==> config.mk <==
export PLATFORM = sky130hd
export DESIGN_NAME = vlan_ipv4_udp_tunnel_classifier_unit
export DESIGN_NICKNAME = d
export VERILOG_FILES = /design/src/hdl/tuncls_pkg.sv /design/src/hdl/tuncls_regs.sv /design/src/hdl/tuncls_front.sv /design/src/hdl/tuncls_queue.sv /design/src/hdl/tuncls_back.sv /design/src/hdl/vlan_ipv4_udp_tunnel_classifier_unit.sv
export SDC_FILE = /design/constraint.sdc
export NUM_CORES = 1
export LEC_CHECK = 0
export ABC_CLOCK_PERIOD_IN_PS = 8500
export BUFFER_PORTS_ARGS = -buffer_cell sky130_fd_sc_hd__buf_2
export CAP_MARGIN = 20
export CORE_MARGIN = 4
export CORE_UTILIZATION = 24
export CTS_CLUSTER_SIZE = 28
export DETAILED_ROUTE_END_ITERATION = 16
export HOLD_SLACK_MARGIN = 0.12
export MAX_ROUTING_LAYER = met4
export PLACE_DENSITY = 0.49
export SYNTH_ARGS = -nofsm -noshare
export SYNTH_HDL_FRONTEND = slang
export SYNTH_SLANG_ARGS = --single-unit
==> constraint.sdc <==
create_clock -name clk -period 8.5 [get_ports clk]
set_input_delay 0.85 -clock clk [delete_from_list [all_inputs] [get_ports clk]]
set_output_delay 0.85 -clock clk [all_outputs]
set_load 0.03 [all_outputs]
==> src/hdl/tuncls_pkg.sv <==
// Shared types, constants and helpers for the VLAN/IPv4/UDP tunnel classifier.
`timescale 1ns / 1ps
`default_nettype none

package tuncls_pkg;

  localparam int LENGTH_BITS_DEF      = 16;
  localparam int QUEUE_DEPTH_LOG2_DEF = 1;

  localparam int ETH_HDR_BYTES = 14;
  localparam int TYPE_POS_HI   = 12;
  localparam int TYPE_POS_LO   = 13;
  localparam int IP_MIN_BYTES  = 20;
  localparam int UDP_HDR_BYTES = 8;

  localparam logic [15:0] TPID_CTAG      = 16'h8100;
  localparam logic [15:0] TPID_STAG      = 16'h88a8;
  localparam logic [15:0] ETHERTYPE_IPV4 = 16'h0800;
  localparam logic [7:0]  PROTO_UDP      = 8'd17;

  // Configuration space: three 32-bit registers at byte offsets 0, 4 and 8.
  localparam int CFG_ADDR_W = 4;
  localparam logic [1:0] REG_OWN_PORT    = 2'd0;
  localparam logic [1:0] REG_PEER_IP     = 2'd1;
  localparam logic [1:0] REG_REMOTE_PORT = 2'd2;

  typedef struct packed {
    logic [15:0] own_port;
    logic [31:0] peer_ip;
    logic [15:0] remote_port;
  } tuncls_cfg_t;

  // Header fields captured from one frame, handed from the parser to the matcher.
  typedef struct packed {
    logic [15:0] type_word;
    logic [5:0]  header_len;
    logic [7:0]  ip_protocol;
    logic [31:0] src_addr;
    logic [31:0] dst_addr;
    logic [15:0] src_port;
    logic [15:0] dst_port;
  } tuncls_frame_t;

  function automatic logic is_tag_type(input logic [15:0] t);
    return (t == TPID_CTAG) || (t == TPID_STAG);
  endfunction

endpackage

`default_nettype wire

==> src/hdl/tuncls_regs.sv <==
// Configuration register file with an APB-style access port.
`timescale 1ns / 1ps
`default_nettype none

module tuncls_regs
  import tuncls_pkg::*;
(
  input  wire logic                  clk,
  input  wire logic                  rst_n,
  input  wire logic                  psel,
  input  wire logic                  penable,
  input  wire logic                  pwrite,
  input  wire logic [CFG_ADDR_W-1:0] paddr,
  input  wire logic [31:0]           pwdata,
  output logic      [31:0]           prdata,
  output logic                       pready,
  output tuncls_cfg_t                cfg
);

  tuncls_cfg_t cfg_r, cfg_nxt;
  logic        wr_en;
  logic [1:0]  reg_idx;

  assign pready  = 1'b1;
  assign wr_en   = psel && penable && pwrite && pready;
  assign reg_idx = paddr[CFG_ADDR_W-1:2];

  always_comb begin
    cfg_nxt = cfg_r;
    if (wr_en) begin
      case (reg_idx)
        REG_OWN_PORT:    cfg_nxt.own_port    = pwdata[15:0];
        REG_PEER_IP:     cfg_nxt.peer_ip     = pwdata;
        REG_REMOTE_PORT: cfg_nxt.remote_port = pwdata[15:0];
        default:         cfg_nxt = cfg_r;
      endcase
    end
  end

  always_comb begin
    case (reg_idx)
      REG_OWN_PORT:    prdata = {16'h0000, cfg_r.own_port};
      REG_PEER_IP:     prdata = cfg_r.peer_ip;
      REG_REMOTE_PORT: prdata = {16'h0000, cfg_r.remote_port};
      default:         prdata = 32'h0000_0000;
    endcase
  end

  always_ff @(posedge clk) begin
    if (!rst_n) begin
      cfg_r <= '0;
    end else begin
      cfg_r <= cfg_nxt;
    end
  end

  assign cfg = cfg_r;

endmodule

`default_nettype wire

==> src/hdl/tuncls_front.sv <==
// Byte-serial header parser: walks Ethernet, VLAN tags, IPv4 and UDP port fields.
`timescale 1ns / 1ps
`default_nettype none

module tuncls_front
  import tuncls_pkg::*;
#(
  parameter int LENGTH_BITS = LENGTH_BITS_DEF
) (
  input  wire logic                   clk,
  input  wire logic                   rst_n,
  input  wire logic                   accept,
  input  wire logic [7:0]             data,
  input  wire logic                   last,
  output logic                        push,
  output tuncls_frame_t               frame,
  output logic      [LENGTH_BITS-1:0] frame_len,
  output logic      [LENGTH_BITS-1:0] frame_l3
);

  localparam int LB = LENGTH_BITS;
  localparam logic [LB-1:0] COUNT_MAX = {LB{1'b1}};

  logic [LB-1:0] cnt_r, cnt_nxt;
  logic [LB-1:0] l3_r, l3_nxt;
  logic [7:0]    tag_byte_r, tag_byte_nxt;
  logic          in_tags_r, in_tags_nxt;
  tuncls_frame_t hdr_r, hdr_nxt;

  logic [LB-1:0] rel;
  logic [LB-1:0] port_off;
  logic [15:0]   tag_type;

  always_comb begin
    cnt_nxt      = cnt_r;
    l3_nxt       = l3_r;
    tag_byte_nxt = tag_byte_r;
    in_tags_nxt  = in_tags_r;
    hdr_nxt      = hdr_r;
    rel          = cnt_r - l3_r;
    port_off     = rel - LB'(hdr_r.header_len);
    tag_type     = {tag_byte_r, data};

    // Once the count saturates the rest of the frame is not parsed.
    if (cnt_r != COUNT_MAX) begin
      cnt_nxt = cnt_r + LB'(1);
      if (cnt_r == LB'(TYPE_POS_HI)) begin
        hdr_nxt.type_word = {data, 8'h00};
      end else if (cnt_r == LB'(TYPE_POS_LO)) begin
        hdr_nxt.type_word = {hdr_r.type_word[15:8], data};
        in_tags_nxt       = is_tag_type({hdr_r.type_word[15:8], data});
      end else if (cnt_r >= l3_r) begin
        if (in_tags_r) begin
          if (rel == LB'(2)) begin
            tag_byte_nxt = data;
          end else if (rel == LB'(3)) begin
            hdr_nxt.type_word = tag_type;
            l3_nxt            = l3_r + LB'(4);
            in_tags_nxt       = is_tag_type(tag_type);
          end
        end else begin
          if (rel == '0) begin
            hdr_nxt.header_len = {data[3:0], 2'b00};
          end else if (rel == LB'(9)) begin
            hdr_nxt.ip_protocol = data;
          end else if (rel >= LB'(12) && rel < LB'(16)) begin
            hdr_nxt.src_addr = {hdr_r.src_addr[23:0], data};
          end else if (rel >= LB'(16) && rel < LB'(20)) begin
            hdr_nxt.dst_addr = {hdr_r.dst_addr[23:0], data};
          end
          // The header length is still zero on the byte that sets it, so the
          // registered value gives the same answer as the updated one.
          if (hdr_r.header_len >= 6'(IP_MIN_BYTES) && rel >= LB'(hdr_r.header_len) &&
              port_off < LB'(4)) begin
            if (port_off < LB'(2)) begin
              hdr_nxt.src_port = {hdr_r.src_port[7:0], data};
            end else begin
              hdr_nxt.dst_port = {hdr_r.dst_port[7:0], data};
            end
          end
        end
      end
    end
  end

  assign push      = accept && last;
  assign frame     = hdr_nxt;
  assign frame_len = cnt_nxt;
  assign frame_l3  = l3_nxt;

  always_ff @(posedge clk) begin
    if (!rst_n || push) begin
      cnt_r      <= '0;
      l3_r       <= LB'(ETH_HDR_BYTES);
      tag_byte_r <= '0;
      in_tags_r  <= 1'b0;
      hdr_r      <= '0;
    end else if (accept) begin
      cnt_r      <= cnt_nxt;
      l3_r       <= l3_nxt;
      tag_byte_r <= tag_byte_nxt;
      in_tags_r  <= in_tags_nxt;
      hdr_r      <= hdr_nxt;
    end
  end

  // The L3 offset only ever moves in whole four-byte tags from fourteen.
  a_l3_aligned: assert property (@(posedge clk) disable iff (!rst_n)
    (l3_r >= LB'(ETH_HDR_BYTES)) && (l3_r[1:0] == 2'b10))
    else $error("L3 offset left the tag grid");

  // A final byte always leaves the parser ready for a fresh frame.
  a_clear_after_last: assert property (@(posedge clk) disable iff (!rst_n)
    push |=> (cnt_r == '0) && !in_tags_r)
    else $error("frame state not cleared after final byte");

endmodule

`default_nettype wire

==> src/hdl/tuncls_queue.sv <==
// Small request queue between the parser and the tunnel matcher.
`timescale 1ns / 1ps
`default_nettype none

module tuncls_queue
  import tuncls_pkg::*;
#(
  parameter int WIDTH       = 8,
  parameter int DEPTH_LOG2  = QUEUE_DEPTH_LOG2_DEF
) (
  input  wire logic             clk,
  input  wire logic             rst_n,
  input  wire logic             push,
  input  wire logic [WIDTH-1:0] wdata,
  input  wire logic             pop,
  output logic      [WIDTH-1:0] rdata,
  output logic                  full,
  output logic                  not_empty
);

  localparam int DEPTH = 1 << DEPTH_LOG2;

  logic [WIDTH-1:0]    slot_r [DEPTH];
  logic [DEPTH_LOG2:0] wr_ptr_r, wr_ptr_nxt;
  logic [DEPTH_LOG2:0] rd_ptr_r, rd_ptr_nxt;
  logic [DEPTH_LOG2:0] level;

  assign level      = wr_ptr_r - rd_ptr_r;
  assign full       = level[DEPTH_LOG2];
  assign not_empty  = level != '0;
  assign rdata      = slot_r[rd_ptr_r[DEPTH_LOG2-1:0]];
  assign wr_ptr_nxt = wr_ptr_r + (DEPTH_LOG2 + 1)'(push);
  assign rd_ptr_nxt = rd_ptr_r + (DEPTH_LOG2 + 1)'(pop);

  always_ff @(posedge clk) begin
    if (push) begin
      slot_r[wr_ptr_r[DEPTH_LOG2-1:0]] <= wdata;
    end
  end

  always_ff @(posedge clk) begin
    if (!rst_n) begin
      wr_ptr_r <= '0;
      rd_ptr_r <= '0;
    end else begin
      wr_ptr_r <= wr_ptr_nxt;
      rd_ptr_r <= rd_ptr_nxt;
    end
  end

  a_no_overflow: assert property (@(posedge clk) disable iff (!rst_n)
    !(push && full))
    else $error("request pushed into a full queue");

  a_no_underflow: assert property (@(posedge clk) disable iff (!rst_n)
    !(pop && !not_empty))
    else $error("request popped from an empty queue");

  a_level_bound: assert property (@(posedge clk) disable iff (!rst_n)
    level <= (DEPTH_LOG2 + 1)'(DEPTH))
    else $error("queue level out of range");

endmodule

`default_nettype wire

==> src/hdl/tuncls_back.sv <==
// Frame checks and tunnel port/address match, ending in the result register.
`timescale 1ns / 1ps
`default_nettype none

module tuncls_back
  import tuncls_pkg::*;
#(
  parameter int LENGTH_BITS = LENGTH_BITS_DEF
) (
  input  wire logic                   clk,
  input  wire logic                   rst_n,
  input  wire logic                   req_valid,
  input  wire tuncls_frame_t          frame,
  input  wire logic [LENGTH_BITS-1:0] frame_len,
  input  wire logic [LENGTH_BITS-1:0] frame_l3,
  input  wire tuncls_cfg_t            cfg,
  output logic                        req_pop,
  output logic                        out_valid,
  input  wire logic                   out_stall,
  output logic      [15:0]            out_ethertype,
  output logic      [31:0]            out_ipv4_dst,
  output logic                        out_tunnel_match
);

  localparam int SW = LENGTH_BITS + 1;

  logic          valid_r, valid_nxt;
  logic [15:0]   ethertype_r, ethertype_nxt;
  logic [31:0]   ipv4_dst_r, ipv4_dst_nxt;
  logic          tunnel_r, tunnel_nxt;

  logic          load;
  logic [SW-1:0] len_ext;
  logic [SW-1:0] ip_end;
  logic [SW-1:0] udp_end;
  logic          ip_ok;
  logic          udp_ok;
  logic          ports_ok;
  logic          addr_ok;

  assign load    = !valid_r || !out_stall;
  assign req_pop = req_valid && load;

  assign len_ext = {1'b0, frame_len};
  assign ip_end  = {1'b0, frame_l3} + SW'(IP_MIN_BYTES);
  assign udp_end = {1'b0, frame_l3} + SW'(frame.header_len) + SW'(UDP_HDR_BYTES);

  always_comb begin
    ethertype_nxt = (frame_len >= LENGTH_BITS'(ETH_HDR_BYTES)) ? frame.type_word : 16'h0000;
    ip_ok  = (ethertype_nxt == ETHERTYPE_IPV4) && (len_ext >= ip_end) &&
             (frame.header_len >= 6'(IP_MIN_BYTES));
    udp_ok = ip_ok && (len_ext >= udp_end) && (frame.ip_protocol == PROTO_UDP);
    // A zero remote port accepts the own port on either side of the flow.
    if (cfg.remote_port != 16'h0000) begin
      ports_ok = (frame.src_port == cfg.remote_port && frame.dst_port == cfg.own_port) ||
                 (frame.src_port == cfg.own_port && frame.dst_port == cfg.remote_port);
    end else begin
      ports_ok = (frame.src_port == cfg.own_port) || (frame.dst_port == cfg.own_port);
    end
    addr_ok = (cfg.peer_ip == 32'h0000_0000) || (frame.src_addr == cfg.peer_ip) ||
              (frame.dst_addr == cfg.peer_ip);
    ipv4_dst_nxt = ip_ok ? frame.dst_addr : 32'h0000_0000;
    tunnel_nxt   = udp_ok && ports_ok && addr_ok;
    valid_nxt    = load ? req_valid : valid_r;
  end

  always_ff @(posedge clk) begin
    if (!rst_n) begin
      valid_r <= 1'b0;
    end else begin
      valid_r <= valid_nxt;
    end
  end

  always_ff @(posedge clk) begin
    if (req_pop) begin
      ethertype_r <= ethertype_nxt;
      ipv4_dst_r  <= ipv4_dst_nxt;
      tunnel_r    <= tunnel_nxt;
    end
  end

  assign out_valid        = valid_r;
  assign out_ethertype    = ethertype_r;
  assign out_ipv4_dst     = ipv4_dst_r;
  assign out_tunnel_match = tunnel_r;

  // A tunnel hit implies the frame was accepted as IPv4 with a destination.
  a_match_implies_ipv4: assert property (@(posedge clk) disable iff (!rst_n)
    (valid_r && tunnel_r) |-> (ethertype_r == ETHERTYPE_IPV4))
    else $error("tunnel match on a non-IPv4 result");

endmodule

`default_nettype wire

==> src/hdl/vlan_ipv4_udp_tunnel_classifier_unit.sv <==
// Top level of the VLAN/IPv4/UDP tunnel classifier.
//
//   Channel  Direction  Handshake              Payload
//   in_      input      in_valid / in_stall    in_data[7:0], in_last
//   out_     output     out_valid / out_stall  out_ethertype[15:0], out_ipv4_dst[31:0],
//                                              out_tunnel_match
//   config   input      psel / penable / pready  paddr[3:0], pwdata[31:0], prdata[31:0]
//
// One frame byte is taken every clock while in_stall is low; the parser loops on its state.
// The request of a frame is written into the queue when its final byte is taken, and the
// result is presented once the request loads the matcher's output register; a stalled
// output holds the request in the queue until the output register is free.
// rst_n is synchronous; it clears the parser, the queue, the result valid and the registers.
// in_stall rises only while the request queue is full, which needs a stalled output and
// more completed frames than the queue holds.
`timescale 1ns / 1ps
`default_nettype none

module vlan_ipv4_udp_tunnel_classifier_unit
  import tuncls_pkg::*;
#(
  parameter int LENGTH_BITS      = LENGTH_BITS_DEF,
  parameter int QUEUE_DEPTH_LOG2 = QUEUE_DEPTH_LOG2_DEF
) (
  input  wire logic                  clk,
  input  wire logic                  rst_n,
  input  wire logic                  in_valid,
  output logic                       in_stall,
  input  wire logic [7:0]            in_data,
  input  wire logic                  in_last,
  output logic                       out_valid,
  input  wire logic                  out_stall,
  output logic      [15:0]           out_ethertype,
  output logic      [31:0]           out_ipv4_dst,
  output logic                       out_tunnel_match,
  input  wire logic                  psel,
  input  wire logic                  penable,
  input  wire logic                  pwrite,
  input  wire logic [CFG_ADDR_W-1:0] paddr,
  input  wire logic [31:0]           pwdata,
  output logic      [31:0]           prdata,
  output logic                       pready
);

  localparam int FRAME_W = $bits(tuncls_frame_t);
  localparam int REQ_W   = FRAME_W + 2 * LENGTH_BITS;

  tuncls_cfg_t              cfg;
  logic                     accept;
  logic                     push;
  tuncls_frame_t            frame_in;
  logic [LENGTH_BITS-1:0]   len_in;
  logic [LENGTH_BITS-1:0]   l3_in;
  logic [REQ_W-1:0]         req_wdata;
  logic [REQ_W-1:0]         req_rdata;
  logic                     req_full;
  logic                     req_valid;
  logic                     req_pop;
  tuncls_frame_t            frame_out;
  logic [LENGTH_BITS-1:0]   len_out;
  logic [LENGTH_BITS-1:0]   l3_out;

  assign in_stall  = req_full;
  assign accept    = in_valid && !req_full;
  assign req_wdata = {len_in, l3_in, frame_in};
  assign {len_out, l3_out, frame_out} = req_rdata;

  tuncls_regs u_regs (
    .clk     (clk),
    .rst_n   (rst_n),
    .psel    (psel),
    .penable (penable),
    .pwrite  (pwrite),
    .paddr   (paddr),
    .pwdata  (pwdata),
    .prdata  (prdata),
    .pready  (pready),
    .cfg     (cfg)
  );

  tuncls_front #(
    .LENGTH_BITS (LENGTH_BITS)
  ) u_front (
    .clk       (clk),
    .rst_n     (rst_n),
    .accept    (accept),
    .data      (in_data),
    .last      (in_last),
    .push      (push),
    .frame     (frame_in),
    .frame_len (len_in),
    .frame_l3  (l3_in)
  );

  tuncls_queue #(
    .WIDTH      (REQ_W),
    .DEPTH_LOG2 (QUEUE_DEPTH_LOG2)
  ) u_queue (
    .clk       (clk),
    .rst_n     (rst_n),
    .push      (push),
    .wdata     (req_wdata),
    .pop       (req_pop),
    .rdata     (req_rdata),
    .full      (req_full),
    .not_empty (req_valid)
  );

  tuncls_back #(
    .LENGTH_BITS (LENGTH_BITS)
  ) u_back (
    .clk              (clk),
    .rst_n            (rst_n),
    .req_valid        (req_valid),
    .frame            (frame_out),
    .frame_len        (len_out),
    .frame_l3         (l3_out),
    .cfg              (cfg),
    .req_pop          (req_pop),
    .out_valid        (out_valid),
    .out_stall        (out_stall),
    .out_ethertype    (out_ethertype),
    .out_ipv4_dst     (out_ipv4_dst),
    .out_tunnel_match (out_tunnel_match)
  );

endmodule

`default_nettype wire
After elaboration in Yosys (flattened, before gate mapping)
Memories as Yosys holds them, arrays and structs flattened. A register that Yosys moved wholly into a read port is not among the register bits.
Index checks and enable logic that the tools add are counted.
{ "word_totals": {"input_bits": 52, "wordCells": 145, "memories": 1, "regBits": 285, "mem_bits_rw": 316} }
{ "memory_table": {"columns": ["name", "depth", "width", "read_ports", "rd_clocked_by_memory_dff", "wr", "line", "source"], "rows": [
  ["u_queue.slot_r", 2, 158, 1, 1, 1, "tuncls_queue.sv:23", "logic [WIDTH-1:0] slot_r [DEPTH];"]
]} }
{ "classes": {"bitwise": 2, "mux": 39, "n_eq_ne": 20, "reduce_logical": 40, "addsub": 10, "n_lt_le_gt_ge": 13} }
{ "op_table": {"columns": ["op", "n"], "rows": [
  ["110-bit two-way mux", 3],
  ["16-bit two-way mux", 16],
  ["126-bit two-way mux", 2],
  ["32-bit two-way mux", 4],
  ["32-bit case mux with 3 select lines", 1],
  ["72-bit two-way mux", 1],
  ["16-bit == test", 4],
  ["16-bit == test (second input constant)", 4],
  ["32-bit == test", 2],
  ["64-bit two-way mux", 1],
  ["16-bit by 4-bit == test with 1-bit output (second input constant)", 3],
  ["16-bit by 17-bit >= comparator with 1-bit output", 2],
  ["16-bit by 2-bit == test with 1-bit output (second input constant)", 2],
  ["16-bit by 4-bit >= comparator with 1-bit output (second input constant)", 2],
  ["32-bit logical NOT", 1],
  ["16-bit by 5-bit < comparator with 1-bit output (second input constant)", 2],
  ["16-bit by 5-bit adder with 17-bit output (second input constant)", 1],
  ["16-bit by 6-bit adder with 17-bit output", 1],
  ["17-bit by 4-bit adder with 17-bit output (second input constant)", 1],
  ["1-bit logical AND", 17],
  ["16-bit by 1-bit adder with 16-bit output (second input constant)", 1],
  ["16-bit by 3-bit adder with 16-bit output (second input constant)", 1],
  ["16-bit by 12-bit == test with 1-bit output (second input constant)", 1],
  ["16-bit >= comparator", 1],
  ["26 further kinds", 50]
]} }

Logic depth before layout (Yosys ltp)
{ "depth": {"word_depth": 12, "mapped_depth": 24, "ltp_nobuf": 20} }

Cells and area by module
From an unflattened synthesis, not the netlist that was laid out.
{ "unflattened": {"hier_cells": 2492, "hier_area_um2": 30126.4} }
{ "modules_own_cells": {"columns": ["mod", "n_inst", "cells_each", "area_per_inst_um2", "seq_area_each_um2"], "rows": [
  ["tuncls_queue", 1, 514, 12076.6, 9589.2],
  ["tuncls_front", 1, 1162, 10252.3, 3303.2],
  ["tuncls_back", 1, 493, 4888.4, 1491.4],
  ["tuncls_regs", 1, 322, 2895.3, 1281.2],
  ["vlan_ipv4_udp_tunnel_classifier_unit", 1, 1, 13.8, 0.0]
]} }

Worst setup path after synthesis
Ideal clock, no wire load.
{ "synth_timing": {"path_kind": "input-to-reg", "from": "in out_stall", "to": "reg with a tool-made name", "n_path_buf": 0, "required_time_ps": 8385, "path_slack_ps": 2978, "cell_stages": 4, "arrival_time_ps": 5407, "cell_sequence": "nand2_1 > a21boi_0 > ha_1 > and2_1"} }
{ "synth_lines": {"columns": ["element", "line", "source"], "rows": [
  ["from (decl)", "vlan_ipv4_udp_tunnel_classifier_unit.sv:32", "input wire logic out_stall,"]
]} }

==> summary.txt <==
ys flop type: edfxtp_1
Yosys top cell by area: edfxtp_1
Design Power: 8.52 mW
clock sink count: 596
CTS max path bufs: 3
fin crit share: 0.656
height of the die: 353 um
Area contributors post-synth: edfxtp_1, dfxtp_1, mux2i_1, mux2_2, nand2_1
fin util: 0.279
GPL Wtd Cong: 0.831
setup bufs post-CTS: 0
CTS tree: done
Avg Synthesized Cell Area: 11.5 um2
Skew-Pair Late Insertion Delay: 0.66 ns
R2R depth: 19
Slew @ Worst Pin: 1.35 ns
post-route antenna net violation count: 0
total CTS buffers: 60
hold path start: pwdata[29]
Setup violations, final: 0
clk_skew: 0.0344 ns
Post-DP HPWL: 55000 um
Core Rows: 126
Mapped Area: 28500 um2
Clock H-tree levels: 2
Core Footprint: 118000 um2
grt ovf: 0
sw power: 2.76 mW
RSZ-0062 raised after global routing: false
share of total power in sequential cells: 0.421
number of cells after detailed placement: 4053
Highest Signal Layer: met4
P_int: 5.77 mW
NumNets Final: 2705
hold depth: 3
first-iteration detailed-routing DRC count: 1323
die area: 124000 um2
sequential area share after synthesis: 0.545
WL/cell: 19.1 um
CP Data Required Time: 8.96 ns
vias in the first global route: 18.6k
Die X: 353 um
max-slew violations: 0
number of port buffers: 132
Cell variety after synth: 79
worst-path fanout max: 50
via/cell ratio: 4.55
number of flops mapped to enable cells by yosys: 361
min Tclk post-route: 5.58 ns
antenna cells: 0
Worst Path Arrival: 6.04 ns
Synth async-reset ratio: 0
Net Count, Synth: 2610
share of cells above drive strength 1: 0.153
peak supply drop: 191 uV
Comb pwr share: 0.253
first-pass GRT wire length: 121000 um
DRT met1 WL: 36600 um
filler-free cell count of the finished design: 4167
relative slew slack: 0.103
Area growth syn-to-layout: 15.4%
initial core utilization: 0.242
worst r2r dst: u_back.out_tunnel_match
synth warn: 0
R2R Setup Slk: 2.92 ns
Max Cap Viol: 0
# DRC: 0
initial antenna violation count: 2
Worst Hold End: u_regs.cfg[45]
Total Wirelength: 79600 um
Post-CTS Hold Buffers: 0
CP Launch Type: flip-flop
I/O pin cnt: 136
switching part of the total: 0.323
post_cts resized: 0
f_max: 179 MHz
GRT Resource Usage Total: 0.128
DRT Pass-1 Iters: 5
top-area cell type share of the netlist area: 0.380
setup TNS: 0 ns
Post-Syn Instances: 2485
met3 WL post-DR: 2840 um
DR vias: 18.9k
Min-Delay Path Class: in -> reg
leak pwr: 11.9 nW
PwrDens: 259 nW/um2
met2 wire length: 38600 um
Worst-path clk slew: 0.07 ns
largest net degree at the start of global routing: 157
outcome: finished clean
Clock power frac: 0.326
crit path kind: reg -> reg
root buffer cell: clkbuf_16
Final Hold Fails: 0
CP Capture Type: flip-flop
Filler cells: 12.2k
Yosys reg bits: 596
## critical path, stage by stage (launching register included)
cell	delay, ns
dfxtp_4	0.75
buf_4	0.82
mux2i_1	0.35
ha_1	0.31
fa_1	0.46
inv_1	0.07
a21oi_1	0.06
o21ai_0	0.27
and2_1	0.17
o21ai_0	0.17
nor3_1	0.40
nand2_1	0.12
xnor2_1	0.15
ha_1	0.37
nand4_1	0.09
nor3_1	0.19
a211oi_1	0.07
a21boi_0	0.20
o2111ai_1	0.12
a311oi_1	0.26
## final cells by class
| type | instances | area, um2 | area share |
|---|---|---|---|
| timing repair buffer | 156 | 866 | 0.0263 |
| multi-input combinational | 1715 | 12300 | 0.375 |
| tap | 1536 | 1920 | 0.0583 |
| clock inverter | 36 | 442 | 0.0134 |
| sequential | 596 | 15500 | 0.472 |
| clock buffer | 77 | 1640 | 0.0497 |
| inverter | 51 | 191 | 0.00581 |
## registers in the layout, summed over array words and instances (netlist names), named ones only
signal and count:
u_queue.slot_r 312, u_front.hdr_r 126, u_regs.cfg 64, u_back.out_ipv4_dst 32, u_back.out_ethertype 16, u_front.cnt_r 16
u_front.l3_r 14, u_front.tag_byte_r 8, u_queue.rd_ptr_r 2, u_queue.wr_ptr_r 2, u_back.out_tunnel_match 1, u_back.out_valid 1
u_front.in_tags_r 1
## logic make-up (layout without fill, tap and decap cells)
logic type,Yosys count,count (layout),share of synthesized area
and+or+nand+nor,771,771,0.128
DFF,596,596,0.545
muxes,398,398,0.146
AOI/OAI and AO/OA,273,273,0.0614
xor gates and xnor gates,199,199,0.0611
buffers and inverters,174,320,0.0258
adders and majority gates,73,73,0.0328
other,1,1,0.000131
## stage by stage
step                hold WS (ns)  area, um2  setup slack, ns
finish                     0.430      32900             2.92
global route               0.405      32900             2.44
CTS                        0.376      32900             2.84
detailed placement         0.447      30900             2.81
global placement           0.440      30900             2.84
floorplan                  0.431      28500             2.98
## power by group through the flow
| stage | Clock, mW | Combinational [mW] | Sequential [mW] |
|---|---|---|---|
| after floorplan | 0 | 1.26 | 3.89 |
| after global placement | 0 | 2.20 | 3.65 |
| after detailed placement | 0 | 2.19 | 3.65 |
| after CTS | 2.86 | 2.20 | 3.59 |
| after global routing | 2.98 | 2.36 | 3.62 |
| final | 2.78 | 2.16 | 3.59 |
## layout by cell type, fill, tap and decap left out, types with 43 or more instances in the layout
cell	count
ha_1	68
edfxtp_1	361
xor2_1	82
mux2i_1	263
xnor2_1	117
clkbuf_16	61
inv_1	50
a21oi_1	108
nor4_1	45
dfxtp_1	234
o21ai_0	51
nand3_1	46
mux2_2	124
nand4_1	43
nand2_1	320
nor2_1	154
buf_2	132
## cells in the mapped netlist, drive strengths merged (8+ instances only)
cell type	count
a22o	16
or3	9
edfxtp	361
clkbuf	87
a211oi	13
nand3	46
a21oi	110
nand2b	11
mux2	135
o211ai	10
nand2	321
and3	16
o21ai	53
nor3	33
xor2	82
inv	50
buf	36
or4	20
nor2b	18
and2	24
mux2i	263
ha	70
nor2	157
a31oi	8
nand4	45
dfxtp	235
a21o	14
nor4	48
xnor2	117
## per-layer routing
metal,GRT usage,up-vias
li1,-,9194
met1,0.166,9343
met2,0.213,317
met3,0.0169,92
met4,0.0301,0
met5,-,-
## how the worst max path moves through the flow
stage	start	to	depth (start not counted)
3_5_place_dp	flip-flop	u_back.out_tunnel_match	19
3_3_place_gp	flip-flop	u_back.out_tunnel_match	19
2_1_floorplan	out_stall	flip-flop	4
4_1_cts	flip-flop	u_back.out_tunnel_match	19
5_1_grt	flip-flop	u_back.out_tunnel_match	19
6_report	flip-flop	u_back.out_tunnel_match	19
No activity file was read; power rests on OpenSTA's default activity.
